## src/hw/rtl/gmd_pkg.sv

```systemverilog
// Shared types and constants of the gamepad-to-motor-drive block.
// Holds the sequencer state type, the multiplier request type and the
// reciprocal constants; it depends on nothing else.
`default_nettype none

package gmd_pkg;

    // Stick and speed thresholds.
    localparam logic [7:0] LeftFwdBelow  = 8'd110;
    localparam logic [7:0] LeftRevAbove  = 8'd145;
    localparam logic [7:0] RightFwdBelow = 8'd106;
    localparam logic [7:0] RightRevAbove = 8'd133;
    localparam logic [7:0] SteerPosAbove = 8'd140;
    localparam logic [7:0] SteerPosBase  = 8'd135;
    localparam logic [7:0] SteerNegBelow = 8'd106;
    localparam logic [7:0] SteerNegBase  = 8'd105;
    localparam logic [7:0] SpeedTop      = 8'd250;
    localparam logic [7:0] SpeedStep     = 8'd25;
    localparam logic [7:0] SpeedMax      = 8'd255;
    localparam logic [7:0] MinSpeedReset = 8'd25;

    // Button bit positions that have an effect.
    localparam int unsigned BtnSelect = 0;
    localparam int unsigned BtnStart  = 3;
    localparam int unsigned BtnUp     = 4;
    localparam int unsigned BtnRight  = 5;
    localparam int unsigned BtnDown   = 6;
    localparam int unsigned BtnLeft   = 7;
    localparam int unsigned BtnR2     = 9;

    // Shared multiplier widths.
    localparam int unsigned MulAWidth = 16;
    localparam int unsigned MulBWidth = 25;
    localparam int unsigned ProdWidth = MulAWidth + MulBWidth;

    // Exact division by a constant: floor(p / d) = (p * ceil(2^S / d)) >> S for
    // every p below 2^16 when S = 16 + ceil(log2(d)).
    localparam int unsigned DutyShift  = 23;
    localparam int unsigned LimitShift = 24;
    localparam int unsigned Recip110 = ((1 << DutyShift) + 110 - 1) / 110;
    localparam int unsigned Recip106 = ((1 << DutyShift) + 106 - 1) / 106;
    localparam int unsigned Recip122 = ((1 << DutyShift) + 122 - 1) / 122;
    localparam int unsigned Recip120 = ((1 << DutyShift) + 120 - 1) / 120;
    localparam int unsigned Recip105 = ((1 << DutyShift) + 105 - 1) / 105;
    localparam int unsigned Recip255 = ((1 << LimitShift) + 255 - 1) / 255;

    // Duty factors fold the full-scale multiply by 255 into the reciprocal.
    localparam logic [MulBWidth-1:0] KDuty110 = MulBWidth'(255 * Recip110);
    localparam logic [MulBWidth-1:0] KDuty106 = MulBWidth'(255 * Recip106);
    localparam logic [MulBWidth-1:0] KDuty122 = MulBWidth'(255 * Recip122);
    localparam logic [MulBWidth-1:0] KDuty120 = MulBWidth'(255 * Recip120);
    localparam logic [MulBWidth-1:0] KDuty105 = MulBWidth'(255 * Recip105);
    localparam logic [MulBWidth-1:0] KDiv255  = MulBWidth'(Recip255);

    typedef enum logic [2:0] {
        OP_DUTY_110,
        OP_DUTY_106,
        OP_DUTY_122,
        OP_DUTY_120,
        OP_DUTY_105,
        OP_LIMIT,
        OP_DIV255
    } mul_op_t;

    typedef struct packed {
        logic                 issue;
        mul_op_t              op;
        logic [MulAWidth-1:0] operand;
    } mul_req_t;

    typedef struct packed {
        logic a_fwd;
        logic a_rev;
        logic b_fwd;
        logic b_rev;
    } dir_t;

    typedef enum logic [3:0] {
        ST_IDLE,
        ST_EVAL,
        ST_MUL_LEFT,
        ST_MUL_RIGHT,
        ST_MUL_STEER,
        ST_MUL_LSCALE,
        ST_MUL_LRECIP,
        ST_MUL_RSCALE,
        ST_MUL_RRECIP,
        ST_FINISH
    } seq_state_t;

endpackage

`default_nettype wire

```

## src/hw/rtl/gmd_if.sv

```systemverilog
// Request channel interfaces of the gamepad-to-motor-drive block.
// Holds the gamepad sample channel and the motor drive channel; no dependencies.
`default_nettype none

interface gmd_in_if;
    logic        valid;
    logic        ready;
    logic [15:0] button_word;
    logic [7:0]  left_x;
    logic [7:0]  left_y;
    logic [7:0]  right_x;
    logic [7:0]  right_y;

    modport source (output valid, button_word, left_x, left_y, right_x, right_y,
                    input ready);
    modport sink   (input valid, button_word, left_x, left_y, right_x, right_y,
                    output ready);
endinterface

interface gmd_out_if;
    logic       valid;
    logic       ready;
    logic       tank_on;
    logic [7:0] left_drive;
    logic [7:0] right_drive;
    logic [7:0] steer_drive;
    logic       a_forward;
    logic       a_reverse;
    logic       b_forward;
    logic       b_reverse;

    modport source (output valid, tank_on, left_drive, right_drive, steer_drive,
                    a_forward, a_reverse, b_forward, b_reverse,
                    input ready);
    modport sink   (input valid, tank_on, left_drive, right_drive, steer_drive,
                    a_forward, a_reverse, b_forward, b_reverse,
                    output ready);
endinterface

`default_nettype wire

```

## src/hw/rtl/gamepad_to_motor_drive.sv

```systemverilog
// Top level of the gamepad-to-motor-drive block: sequencer, state and output register.
// Depends on gmd_pkg, the gmd_in_if and gmd_out_if interfaces and gmd_mul_unit.
//
//   Channel   Kind             Direction  Carries
//   pad       valid/ready      in         button_word, left_x, left_y, right_x, right_y
//   drive     valid/ready      out        tank_on, three duties, four direction enables
//   cfg       write enable     in         minimum_speed (8 bits)
//
// A changed sample goes from acceptance to its result in the output register
// through capture, evaluation of buttons and sticks, seven passes through
// the one shared multiplier, and the load of the result.
// A sample equal to the last one returns to idle after evaluation with no result.
// Reset clears all mode state, sets the speed limit to zero and minimum_speed to 25.
// A result waits in the output register while the next sample is processed; the
// sequencer only holds in its last step if the previous result is still untaken.
`default_nettype none

module gamepad_to_motor_drive (
    input  logic            clk,
    input  logic            rst_n,
    gmd_in_if.sink          pad,
    gmd_out_if.source       drive,
    input  logic            cfg_wr_en,
    input  logic [7:0]      cfg_wr_data
);
    import gmd_pkg::*;

    seq_state_t state_reg;
    seq_state_t state_next;

    // Configuration and mode state.
    logic [7:0]  min_speed_reg;
    logic [47:0] sample_reg;
    logic [47:0] last_sample_reg;
    logic        brake_reg;
    logic        tank_reg;
    logic        enable_reg;
    logic [7:0]  speed_limit_reg;
    logic        left_fwd_reg;

    // Work registers of one request.
    logic [6:0]  off_left_reg;
    logic [6:0]  off_right_reg;
    logic        right_rev_reg;
    logic [6:0]  off_steer_reg;
    logic        steer_pos_reg;
    dir_t        dir_reg;
    logic [7:0]  left_duty_reg;
    logic [7:0]  right_duty_reg;
    logic [7:0]  steer_duty_reg;

    // Output register.
    logic        out_valid_reg;
    logic        out_tank_reg;
    logic [7:0]  out_left_reg;
    logic [7:0]  out_right_reg;
    logic [7:0]  out_steer_reg;
    dir_t        out_dir_reg;

    // Evaluation of a captured sample.
    logic [15:0] button_now;
    logic [15:0] rise;
    logic [7:0]  ly;
    logic [7:0]  rx;
    logic [7:0]  ry;
    logic        sample_same;
    logic        brake_eval;
    logic        tank_eval;
    logic        enable_eval;
    logic        left_fwd_eval;
    logic [8:0]  speed_sum;
    logic [7:0]  speed_eval;
    logic [7:0]  off_left_eval;
    logic [7:0]  off_right_eval;
    logic        right_rev_eval;
    logic [7:0]  off_steer_eval;
    logic        steer_pos_eval;
    dir_t        dir_eval;

    // Sequencer outputs.
    mul_req_t              mul_req;
    logic [ProdWidth-1:0]  prod_reg;
    logic                  out_free;
    logic [7:0]            duty_quot;
    logic [7:0]            limit_quot;

    assign out_free   = !out_valid_reg || drive.ready;
    assign duty_quot  = prod_reg[DutyShift +: 8];
    assign limit_quot = prod_reg[LimitShift +: 8];

    gmd_mul_unit u_mul (
        .clk      (clk),
        .req      (mul_req),
        .limit    (speed_limit_reg),
        .prod_reg (prod_reg)
    );

    // Button edges act in bit order; only the speed buttons depend on each other.
    always_comb
    begin
        button_now  = sample_reg[47:32];
        rise        = button_now & ~last_sample_reg[47:32];
        ly          = sample_reg[23:16];
        rx          = sample_reg[15:8];
        ry          = sample_reg[7:0];
        sample_same = (sample_reg == last_sample_reg);

        brake_eval  = brake_reg ^ rise[BtnSelect];
        tank_eval   = tank_reg ^ rise[BtnStart];
        enable_eval = enable_reg ^ rise[BtnR2];

        speed_sum  = '0;
        speed_eval = speed_limit_reg;
        if (rise[BtnUp])
        begin
            if (speed_eval < SpeedTop)
            begin
                speed_sum  = 9'(speed_eval) + 9'(SpeedStep);
                speed_eval = speed_sum[8] ? SpeedMax : speed_sum[7:0];
            end
            else
            begin
                speed_eval = SpeedTop;
            end
        end
        if (rise[BtnRight])
        begin
            speed_eval = SpeedTop;
        end
        if (rise[BtnDown])
        begin
            speed_eval = (speed_eval > SpeedStep) ? (speed_eval - SpeedStep) : min_speed_reg;
        end
        if (rise[BtnLeft])
        begin
            speed_eval = min_speed_reg;
        end

        // Left stick: the dead band keeps the previous direction.
        left_fwd_eval = left_fwd_reg;
        off_left_eval = '0;
        if (ly < LeftFwdBelow)
        begin
            off_left_eval = LeftFwdBelow - ly;
            left_fwd_eval = 1'b1;
        end
        else if (ly > LeftRevAbove)
        begin
            off_left_eval = ly - LeftRevAbove;
            left_fwd_eval = 1'b0;
        end

        off_right_eval = '0;
        right_rev_eval = 1'b0;
        if (ry < RightFwdBelow)
        begin
            off_right_eval = RightFwdBelow - ry;
        end
        else if (ry > RightRevAbove)
        begin
            off_right_eval = ry - RightRevAbove;
            right_rev_eval = 1'b1;
        end

        // Steering just below the dead band maps to zero rather than a negative duty.
        off_steer_eval = '0;
        steer_pos_eval = 1'b0;
        if (rx > SteerPosAbove)
        begin
            off_steer_eval = rx - SteerPosBase;
            steer_pos_eval = 1'b1;
        end
        else if (rx < SteerNegBelow)
        begin
            off_steer_eval = SteerNegBase - rx;
        end

        dir_eval.a_fwd = enable_eval && left_fwd_eval;
        dir_eval.a_rev = enable_eval && !left_fwd_eval;
        dir_eval.b_fwd = enable_eval && left_fwd_eval;
        dir_eval.b_rev = enable_eval && !left_fwd_eval;
        if (tank_eval)
        begin
            if (ly < LeftFwdBelow)
            begin
                dir_eval.a_fwd = 1'b1;
                dir_eval.a_rev = 1'b0;
            end
            else if (ly > LeftRevAbove)
            begin
                dir_eval.a_fwd = 1'b0;
                dir_eval.a_rev = 1'b1;
            end
            if (ry < RightFwdBelow)
            begin
                dir_eval.b_fwd = 1'b1;
                dir_eval.b_rev = 1'b0;
            end
            else if (ry > RightRevAbove)
            begin
                dir_eval.b_fwd = 1'b0;
                dir_eval.b_rev = 1'b1;
            end
        end
    end

    always_ff @(posedge clk or negedge rst_n)
    begin
        if (!rst_n)
        begin
            state_reg <= ST_IDLE;
        end
        else
        begin
            state_reg <= state_next;
        end
    end

    // Each multiply step issues one request and picks up the previous product.
    always_comb
    begin
        state_next      = state_reg;
        pad.ready       = 1'b0;
        mul_req.issue   = 1'b0;
        mul_req.op      = OP_LIMIT;
        mul_req.operand = '0;
        unique case (state_reg)
            ST_IDLE:
            begin
                pad.ready = 1'b1;
                if (pad.valid)
                begin
                    state_next = ST_EVAL;
                end
            end
            ST_EVAL:
            begin
                state_next = sample_same ? ST_IDLE : ST_MUL_LEFT;
            end
            ST_MUL_LEFT:
            begin
                mul_req.issue   = 1'b1;
                mul_req.op      = OP_DUTY_110;
                mul_req.operand = MulAWidth'(off_left_reg);
                state_next      = ST_MUL_RIGHT;
            end
            ST_MUL_RIGHT:
            begin
                mul_req.issue   = 1'b1;
                mul_req.op      = right_rev_reg ? OP_DUTY_122 : OP_DUTY_106;
                mul_req.operand = MulAWidth'(off_right_reg);
                state_next      = ST_MUL_STEER;
            end
            ST_MUL_STEER:
            begin
                mul_req.issue   = 1'b1;
                mul_req.op      = steer_pos_reg ? OP_DUTY_120 : OP_DUTY_105;
                mul_req.operand = MulAWidth'(off_steer_reg);
                state_next      = ST_MUL_LSCALE;
            end
            ST_MUL_LSCALE:
            begin
                mul_req.issue   = 1'b1;
                mul_req.op      = OP_LIMIT;
                mul_req.operand = MulAWidth'(left_duty_reg);
                state_next      = ST_MUL_LRECIP;
            end
            ST_MUL_LRECIP:
            begin
                mul_req.issue   = 1'b1;
                mul_req.op      = OP_DIV255;
                mul_req.operand = prod_reg[MulAWidth-1:0];
                state_next      = ST_MUL_RSCALE;
            end
            ST_MUL_RSCALE:
            begin
                mul_req.issue   = 1'b1;
                mul_req.op      = OP_LIMIT;
                mul_req.operand = MulAWidth'(right_duty_reg);
                state_next      = ST_MUL_RRECIP;
            end
            ST_MUL_RRECIP:
            begin
                mul_req.issue   = 1'b1;
                mul_req.op      = OP_DIV255;
                mul_req.operand = prod_reg[MulAWidth-1:0];
                state_next      = ST_FINISH;
            end
            ST_FINISH:
            begin
                if (out_free)
                begin
                    state_next = ST_IDLE;
                end
            end
            default:
            begin
                state_next = ST_IDLE;
            end
        endcase
    end

    always_ff @(posedge clk or negedge rst_n)
    begin
        if (!rst_n)
        begin
            min_speed_reg   <= MinSpeedReset;
            last_sample_reg <= '0;
            brake_reg       <= 1'b0;
            tank_reg        <= 1'b0;
            enable_reg      <= 1'b0;
            speed_limit_reg <= '0;
            left_fwd_reg    <= 1'b0;
            out_valid_reg   <= 1'b0;
        end
        else
        begin
            if (cfg_wr_en)
            begin
                min_speed_reg <= cfg_wr_data;
            end
            if (state_reg == ST_EVAL && !sample_same)
            begin
                last_sample_reg <= sample_reg;
                brake_reg       <= brake_eval;
                tank_reg        <= tank_eval;
                enable_reg      <= enable_eval;
                speed_limit_reg <= speed_eval;
                left_fwd_reg    <= left_fwd_eval;
            end
            if (state_reg == ST_FINISH && out_free)
            begin
                out_valid_reg <= 1'b1;
            end
            else if (drive.ready)
            begin
                out_valid_reg <= 1'b0;
            end
        end
    end

    // Payload registers.
    always_ff @(posedge clk)
    begin
        if (pad.valid && pad.ready)
        begin
            sample_reg <= {pad.button_word, pad.left_x, pad.left_y, pad.right_x, pad.right_y};
        end
        if (state_reg == ST_EVAL)
        begin
            off_left_reg  <= off_left_eval[6:0];
            off_right_reg <= off_right_eval[6:0];
            right_rev_reg <= right_rev_eval;
            off_steer_reg <= off_steer_eval[6:0];
            steer_pos_reg <= steer_pos_eval;
            dir_reg       <= dir_eval;
        end
        if (state_reg == ST_MUL_RIGHT)
        begin
            left_duty_reg <= duty_quot;
        end
        if (state_reg == ST_MUL_STEER)
        begin
            right_duty_reg <= duty_quot;
        end
        if (state_reg == ST_MUL_LSCALE)
        begin
            steer_duty_reg <= duty_quot;
        end
        // The left duty register now takes the final, limited left duty.
        if (state_reg == ST_MUL_RSCALE)
        begin
            left_duty_reg <= brake_reg ? 8'd0 : limit_quot;
        end
        if (state_reg == ST_FINISH && out_free)
        begin
            out_tank_reg  <= tank_reg;
            out_left_reg  <= left_duty_reg;
            out_right_reg <= brake_reg ? 8'd0 : limit_quot;
            out_steer_reg <= steer_duty_reg;
            out_dir_reg   <= dir_reg;
        end
    end

    assign drive.valid       = out_valid_reg;
    assign drive.tank_on     = out_tank_reg;
    assign drive.left_drive  = out_left_reg;
    assign drive.right_drive = out_right_reg;
    assign drive.steer_drive = out_steer_reg;
    assign drive.a_forward   = out_dir_reg.a_fwd;
    assign drive.a_reverse   = out_dir_reg.a_rev;
    assign drive.b_forward   = out_dir_reg.b_fwd;
    assign drive.b_reverse   = out_dir_reg.b_rev;

`ifndef SYNTHESIS
    // A motor never gets forward and reverse at once.
    ap_dir_exclusive: assert property (@(posedge clk) disable iff (!rst_n)
        drive.valid |-> !(drive.a_forward && drive.a_reverse)
                     && !(drive.b_forward && drive.b_reverse))
        else $error("forward and reverse enabled together");

    // Under the parking brake both side duties come out as zero.
    ap_brake_zero: assert property (@(posedge clk) disable iff (!rst_n)
        (state_reg == ST_FINISH && out_free && brake_reg)
        |=> (drive.left_drive == 8'd0 && drive.right_drive == 8'd0))
        else $error("nonzero side duty under brake");

    // Once a request is taken, the block is busy in the next cycle.
    ap_busy_after_accept: assert property (@(posedge clk) disable iff (!rst_n)
        (pad.valid && pad.ready) |=> !pad.ready)
        else $error("ready right after accepting a request");

    // A changed sample becomes the stored last sample.
    ap_last_sample: assert property (@(posedge clk) disable iff (!rst_n)
        (state_reg == ST_EVAL && !sample_same) |=> (last_sample_reg == $past(sample_reg)))
        else $error("last sample not updated");
`endif

endmodule

`default_nettype wire

```

## src/hw/rtl/gmd_mul_unit.sv

```systemverilog
// Shared multiplier of the gamepad-to-motor-drive block.
// Selects the factor, a constant or the speed limit, by operation code; depends on gmd_pkg.
`default_nettype none

module gmd_mul_unit (
    input  logic                             clk,
    input  gmd_pkg::mul_req_t                req,
    input  logic [7:0]                       limit,
    output logic [gmd_pkg::ProdWidth-1:0]    prod_reg
);
    import gmd_pkg::*;

    logic [MulBWidth-1:0] factor;
    logic [ProdWidth-1:0] prod_next;

    always_comb
    begin
        unique case (req.op)
            OP_DUTY_110: factor = KDuty110;
            OP_DUTY_106: factor = KDuty106;
            OP_DUTY_122: factor = KDuty122;
            OP_DUTY_120: factor = KDuty120;
            OP_DUTY_105: factor = KDuty105;
            OP_LIMIT:    factor = MulBWidth'(limit);
            OP_DIV255:   factor = KDiv255;
            default:     factor = '0;
        endcase
        prod_next = ProdWidth'(req.operand) * ProdWidth'(factor);
    end

    // The product holds between requests so the sequencer can read it later.
    always_ff @(posedge clk)
    begin
        if (req.issue)
        begin
            prod_reg <= prod_next;
        end
    end

endmodule

`default_nettype wire

```

## src/flat_wrapper.sv

```systemverilog
// flat-port wrapper written by rule: the top's interface ports become plain ports
module gamepad_to_motor_drive_flat import gmd_pkg::*;
  (clk, rst_n, cfg_wr_en, cfg_wr_data, pad_valid, pad_button_word, pad_left_x, pad_left_y, pad_right_x, pad_right_y, pad_ready, drive_valid, drive_tank_on, drive_left_drive, drive_right_drive, drive_steer_drive, drive_a_forward, drive_a_reverse, drive_b_forward, drive_b_reverse, drive_ready);
  gmd_in_if pad_i ();
  gmd_out_if drive_i ();
  input  logic clk;
  input  logic rst_n;
  input  logic cfg_wr_en;
  input  logic [7:0] cfg_wr_data;
  input wire logic [$bits(pad_i.valid)-1:0] pad_valid;
  input wire logic [$bits(pad_i.button_word)-1:0] pad_button_word;
  input wire logic [$bits(pad_i.left_x)-1:0] pad_left_x;
  input wire logic [$bits(pad_i.left_y)-1:0] pad_left_y;
  input wire logic [$bits(pad_i.right_x)-1:0] pad_right_x;
  input wire logic [$bits(pad_i.right_y)-1:0] pad_right_y;
  output wire logic [$bits(pad_i.ready)-1:0] pad_ready;
  output wire logic [$bits(drive_i.valid)-1:0] drive_valid;
  output wire logic [$bits(drive_i.tank_on)-1:0] drive_tank_on;
  output wire logic [$bits(drive_i.left_drive)-1:0] drive_left_drive;
  output wire logic [$bits(drive_i.right_drive)-1:0] drive_right_drive;
  output wire logic [$bits(drive_i.steer_drive)-1:0] drive_steer_drive;
  output wire logic [$bits(drive_i.a_forward)-1:0] drive_a_forward;
  output wire logic [$bits(drive_i.a_reverse)-1:0] drive_a_reverse;
  output wire logic [$bits(drive_i.b_forward)-1:0] drive_b_forward;
  output wire logic [$bits(drive_i.b_reverse)-1:0] drive_b_reverse;
  input wire logic [$bits(drive_i.ready)-1:0] drive_ready;
  assign pad_i.valid = pad_valid;
  assign pad_i.button_word = pad_button_word;
  assign pad_i.left_x = pad_left_x;
  assign pad_i.left_y = pad_left_y;
  assign pad_i.right_x = pad_right_x;
  assign pad_i.right_y = pad_right_y;
  assign pad_ready = pad_i.ready;
  assign drive_valid = drive_i.valid;
  assign drive_tank_on = drive_i.tank_on;
  assign drive_left_drive = drive_i.left_drive;
  assign drive_right_drive = drive_i.right_drive;
  assign drive_steer_drive = drive_i.steer_drive;
  assign drive_a_forward = drive_i.a_forward;
  assign drive_a_reverse = drive_i.a_reverse;
  assign drive_b_forward = drive_i.b_forward;
  assign drive_b_reverse = drive_i.b_reverse;
  assign drive_i.ready = drive_ready;
  gamepad_to_motor_drive u_core (.clk(clk), .rst_n(rst_n), .pad(pad_i), .drive(drive_i), .cfg_wr_en(cfg_wr_en), .cfg_wr_data(cfg_wr_data));
endmodule
```

## config.mk

```make
export PLATFORM = sky130hd
export DESIGN_NAME = gamepad_to_motor_drive_flat
export DESIGN_NICKNAME = d
export VERILOG_FILES = /design/src/hw/rtl/gmd_pkg.sv /design/src/hw/rtl/gmd_if.sv /design/src/hw/rtl/gamepad_to_motor_drive.sv /design/src/hw/rtl/gmd_mul_unit.sv /design/src/flat_wrapper.sv
export SDC_FILE = /design/constraint.sdc
export NUM_CORES = 1
export LEC_CHECK = 0
export ABC_CLOCK_PERIOD_IN_PS = 10200
export BUFFER_PORTS_ARGS = -buffer_cell sky130_fd_sc_hd__buf_2
export CELL_PAD_IN_SITES_DETAIL_PLACEMENT = 1
export CELL_PAD_IN_SITES_GLOBAL_PLACEMENT = 1
export CORE_MARGIN = 2
export CORE_UTILIZATION = 30
export DETAILED_ROUTE_END_ITERATION = 16
export GPL_TIMING_DRIVEN = 0
export PLACE_DENSITY = 0.55
export SLEW_MARGIN = 30
export SYNTH_ARGS = -nofsm -noshare
export SYNTH_HDL_FRONTEND = slang
export SYNTH_SLANG_ARGS = --single-unit
```

## constraint.sdc

```tcl
create_clock -name clk -period 10.2 [get_ports clk]
set_input_delay 0.51 -clock clk [delete_from_list [all_inputs] [get_ports clk]]
set_output_delay 0.51 -clock clk [all_outputs]
set_load 0.005 [all_outputs]
```

* Word level (Yosys, flattened, before mapping)
Index checks and enable logic that the tools add are counted.
** Cells by class
- Magnitude comparators :: 8
- $add $sub $neg :: 8
- Muxes and demuxes :: 36
- Eq/ne operators :: 18
- Reduce and logical (&&, ||, !) cells :: 15
- Multiply operators :: 1
- Bitwise operators :: 5
** Operators by type and width (number)
- $pmux W25 S7 :: 1
- $pmux W20 S6 :: 1
- $mux W8 :: 10
- $eq A48 B48 Y1 :: 1
- $mux W7 :: 6
- $pmux W4 S10 :: 1
- $mul A16 B25 Y32 :: 1
- $gt A8 B8 Y1 const B :: 3
- $lt A8 B7 Y1 const B :: 3
- $sub A7 B7 Y7 const A :: 3
- $eq A4 B3 Y1 const B :: 4
- $sub A7 B3 Y7 const B :: 2
- $mux W2 :: 6
- $mux W4 :: 3
- $and A10 B10 Y10 :: 1
- $not A10 Y10 :: 1
- $add A8 B5 Y9 const B :: 1
- $eq A3 B3 Y1 const B :: 3
- $eq A4 B2 Y1 const B :: 2
- $eq A4 B4 Y1 const B :: 2
- $gt A8 B5 Y1 const B :: 1
- $lt A8 B8 Y1 const B :: 1
- $sub A8 B5 Y8 const B :: 1
- $mux W1 :: 7
- 16 further kinds :: 26
** Storage, ports and cells
- Input port bits :: 61
- Output and inout bits :: 31
- Logic and storage cells :: 122
- Flip-flop bits (word level) :: 233

* Longest topological paths before layout
- Depth in word-level cells :: 9
- Depth in mapped cells :: 32
- Depth with buffers taken out :: 29

* Hierarchy
Synthesis repeated with hierarchy kept, for this count alone.
** Unflattened totals
- Cell total of the unflattened synthesis :: 2301
- Area, all modules :: 23319.9 um^2
** By module, submodules not included
- gmd_mul_unit :: area each 13728.2 um^2, cells an instance 1530, instances 1, seq. area each 1231.2 um^2
- gamepad_to_motor_drive :: area each 9591.7 um^2, cells an instance 771, instances 1, seq. area each 5674.2 um^2

* Least setup slack after synthesis
OpenSTA, ideal clock, no wires.
- Kind :: register to register
- Start point :: register u_core.state_reg[3]
- End point :: register u_core.u_mul.prod_reg[31] in the netlist's numbering, data pin
- Setup time :: 0.260 ns
- Required time :: 9.940 ns
- Path slack :: 2.470 ns
- Cell stages (with the launch flop) :: 31
- Path buffers :: 4
- Arrival :: 7.470 ns
- Clock period less this slack :: 7.730 ns
- Cells stage by stage :: dfrtp_1 buf_4 nand2b_1 buf_2 nor3_4 nand2_2 and3b_1 and2_1 buf_6 buf_6 a221oi_4 nor2_1 fa_1 inv_1 fa_1 fa_1 inv_1 fa_1 fa_1 inv_1 fa_1 inv_1 ha_1 a21o_1 a21o_1 nor3_1 a211oi_1 or3_1 a31o_2 a21oi_1 xnor2_1
** On the way
- Word-level cells in the longest chain between the ends :: 6
- Elaborated cells between the ends (all ways) :: 18
- Classes of those cells :: 1 x mul; 13 x eq/ne; 2 x mux; 2 x reduce/logical
** Ends and longest elaborated chain
- start, declared :: line gamepad_to_motor_drive.sv:28 : seq_state_t state_reg;
- start signal, assigned :: line gamepad_to_motor_drive.sv:215 : state_reg <= state_next;
- $eq A4 B3 Y1 or $eq A4 B4 Y1 (tied branches) :: line gamepad_to_motor_drive.sv:227 : unique case (state_reg)
- $reduce_or A2 Y1 (no source line)
- $pmux W20 S6 (*) :: line gamepad_to_motor_drive.sv:227
- $eq A3 B3 Y1, or another cell as far along :: line gmd_mul_unit.sv:18 : unique case (req.op)
- $pmux W25 S7 :: line gmd_mul_unit.sv:18
- $mul A16 B25 Y32 (*) :: line gmd_mul_unit.sv:28 : prod_next = ProdWidth'(req.operand) * ProdWidth'(factor);
- via u_core.u_mul.prod_next[31] :: line gmd_mul_unit.sv:14 : logic [ProdWidth-1:0] prod_next;
- end signal, assigned :: line gmd_mul_unit.sv:36 : prod_reg <= prod_next;
- end, declared :: line gmd_mul_unit.sv:9 : output logic [gmd_pkg::ProdWidth-1:0] prod_reg
Mark *: on every way through the listed nets, which the timed path passes. The rest lies on a longest branch.
A chain may end at the register's enable or synchronous reset.

* Worst setup path in the final report
Same ends and word-level chain as after synthesis.

==> flow_metrics.tcl <==
set metrics [dict create \
    status "complete, no violations" \
    fp.dieArea_um2 68600 \
    use_met2_pct 28.8 \
    max_freq_mhz 109 \
    synth_top_cells_by_count "inv_1, fa_1, nand2_1" \
    met3_usage_pct 1.33 \
    cts-root-buf "clkbuf_16" \
    yosys_warnings 0 \
    crit_type "reg -> reg" \
    netlist_area_um2 20000 \
    slowest_delay_ps 720 \
    netlist_top_cells_area "fa_1, edfxtp_1, dfrtp_1, inv_1, ha_1" \
    hp-class "in -> reg" \
    finalSetupTns_ps 0 \
    cts_tree "done" \
    worst_pin_slew_ps 883 \
    netlist_instances 1848 \
    grt_start_max_net_pins 49 \
    cts_buffer_depth 3 \
    h-tree-depth 1 \
    grt_pass1_wl_um 85900 \
    io_buffers 90 \
    synth_edf_count 153 \
    overflow 0 \
    clkLatencyLatePin_ps 550 \
    wire_per_inst_um 18.0 \
    yosys_register_bits 226 \
    n_fill_cell 7466 \
    numCtsBuffers 27 \
    r2r_setup_slack_ps 1010 \
    path_buf_inv 8 \
    setup_violations 0 \
    postRouteAntennaNets 0 \
    synth_top_cell_by_area "fa_1" \
    ys.flop_type "edfxtp_1" \
    grt_pass1_vias 15231 \
    avgSynthCellArea_um2 10.8 \
    slew_violations 0 \
    fin_cells 3006 \
    die_height_um 262 \
    period_share_pct 90.1 \
    dp_hpwl_um 44500 \
    yosys.cell_types.count 82 \
    via_count 13610 \
    rows 94 \
    fp.coreArea_um2 65900 \
    drtIter0Drc 639 \
    slew_headroom_pct 40.7 \
    cp-end-kind "register" \
    grt_busiest_layer "met2" \
    synth_top_area_share_pct 27.2 \
    gp_congestion 0.851 \
    cp.required_ps 10480 \
    async_flop_share_pct 32.3 \
    cpMostUsedCell "fa_1" \
    drt_wl_total_um 54100 \
    hold_viol_final 0 \
    place_inst 2954 \
    fin_nets 2549 \
    worstPathArrival_ps 9470 \
    skew_ps 20.6 \
    syn2layout_area_growth_pct 15.8 \
    layout_min_cycle_time_ps 9190 \
    routed_via_density 4.53 \
    drc_errors 0 \
    start_kind "register" \
    cts_num_sinks 226 \
    rsz0062_at_grt "no" \
    grt_usage_pct 16.2 \
    antenna_found_initial 0 \
    critical_path.top_delay_family "adder cells" \
    fp.dieW_um 262 \
    critPathMaxFanout 17 \
    max_cap_violations 0 \
    initial_core_util_pct 30.3 \
    drive_gt1_share_pct 12.8 \
    cpMaxStageDelayCell "a221oi_4" \
    io_pins 92 \
    firstDrtPassIters 7 \
    ys_seq_area_share_pct 32.2 \
    clk_pin_slew_worst_paths_ps 60 \
    met1_usage_pct 22.0 \
    yosysMostFrequentCell "inv_1" \
]
==> area by class of cell <==
type / instances / area [um2] / area share [%]
Tap cell: 864 / 1080 / 4.67
Sequential cell: 226 / 6420 / 27.8
Clock buffer: 34 / 702 / 3.04
Buffer: 66 / 312 / 1.35
Timing Repair Buffer: 101 / 593 / 2.56
Inverter: 354 / 1330 / 5.75
Antenna cell: 1 / 2.50 / 0.0108
Clock inverter: 16 / 214 / 0.925
Multi-Input combinational cell: 1344 / 12500 / 53.9
==> cells in the final DEF, fill, tap and decap left out, types with 23 or more instances in the layout <==
master	Yosys	final
nand2_1	179	179
mux2_2	58	58
clkbuf_1	40	46
clkbuf_16	0	27
o21ai_0	61	61
fa_1	271	271
nor2b_1	23	23
inv_1	352	352
ha_1	97	97
conb_1	2	144
xor2_1	51	51
buf_2	17	108
xnor2_1	26	26
a21oi_1	49	49
dfrtp_1	70	70
nor2_1	113	111
edfxtp_1	153	153
==> final timing paths <==
path | startpoint | to | cells past startpoint
min in group asynchronous | rst_n | u_core.last_sample_reg[29] | 2
max in group asynchronous | rst_n | u_core.min_speed_reg[3] | 3
hold reg to reg | u_core.steer_duty_reg[1] | u_core.drive.steer_drive[1] | 0
setup / recovery | u_core.state_reg[3] | u_core.u_mul.prod_reg[31] | 30
hold / removal | pad_button_word[12] | u_core.sample_reg[44] | 1
setup reg to reg | u_core.state_reg[3] | u_core.u_mul.prod_reg[31] | 30
==> layer usage <==
metal / part of all wire [%] / vias to the layer above
met5: 0 / -
met4: 1.7 / 0
met3: 1.9 / 46
met2: 50 / 137
met1: 46 / 7039
li1: - / 6388
==> worst register-to-register path, delay by kind of cell, from the launching register on <==
kind	cells	cell delay, ps
compound gates	6	1750
simple gates	8	2420
fa+ha+maj	7	3460
xor+xnor	1	90
buf+inv	8	850
flops	1	360
==> metrics by stage <==
step	cell area [um2]	setup WS [ps]	hold WS (ps)	util (%)
global route	23100	501	112	35.1
floorplan	20500	2470	214	-
global placement	22000	641	405	33.4
CTS	23100	878	107	35.1
detailed placement	22200	909	406	33.7
finish	23100	1010	132	35.1
==> cell families after synthesis <==
kind of cell	after synthesis	share of synthesized area, %
AND/OR/NAND/NOR	441	10.2
buffers and inverters	420	8.21
adder cells (fa/ha/maj)	368	33.3
AO/OA/AOI/OAI	249	9.13
flip-flops	226	32.2
XOR/XNOR	77	3.38
multiplexers	65	3.62
other	2	0.0376
==> repair_timing <==
item                      CTS  global route
gates resized for setup     0             0
buffers inserted            0             0
hold endpoints to repair   29             0
hold buffers                1             0
Power is not shown: default switching activity piles up to over one toggle a cycle in this logic, so the estimate is an artifact.
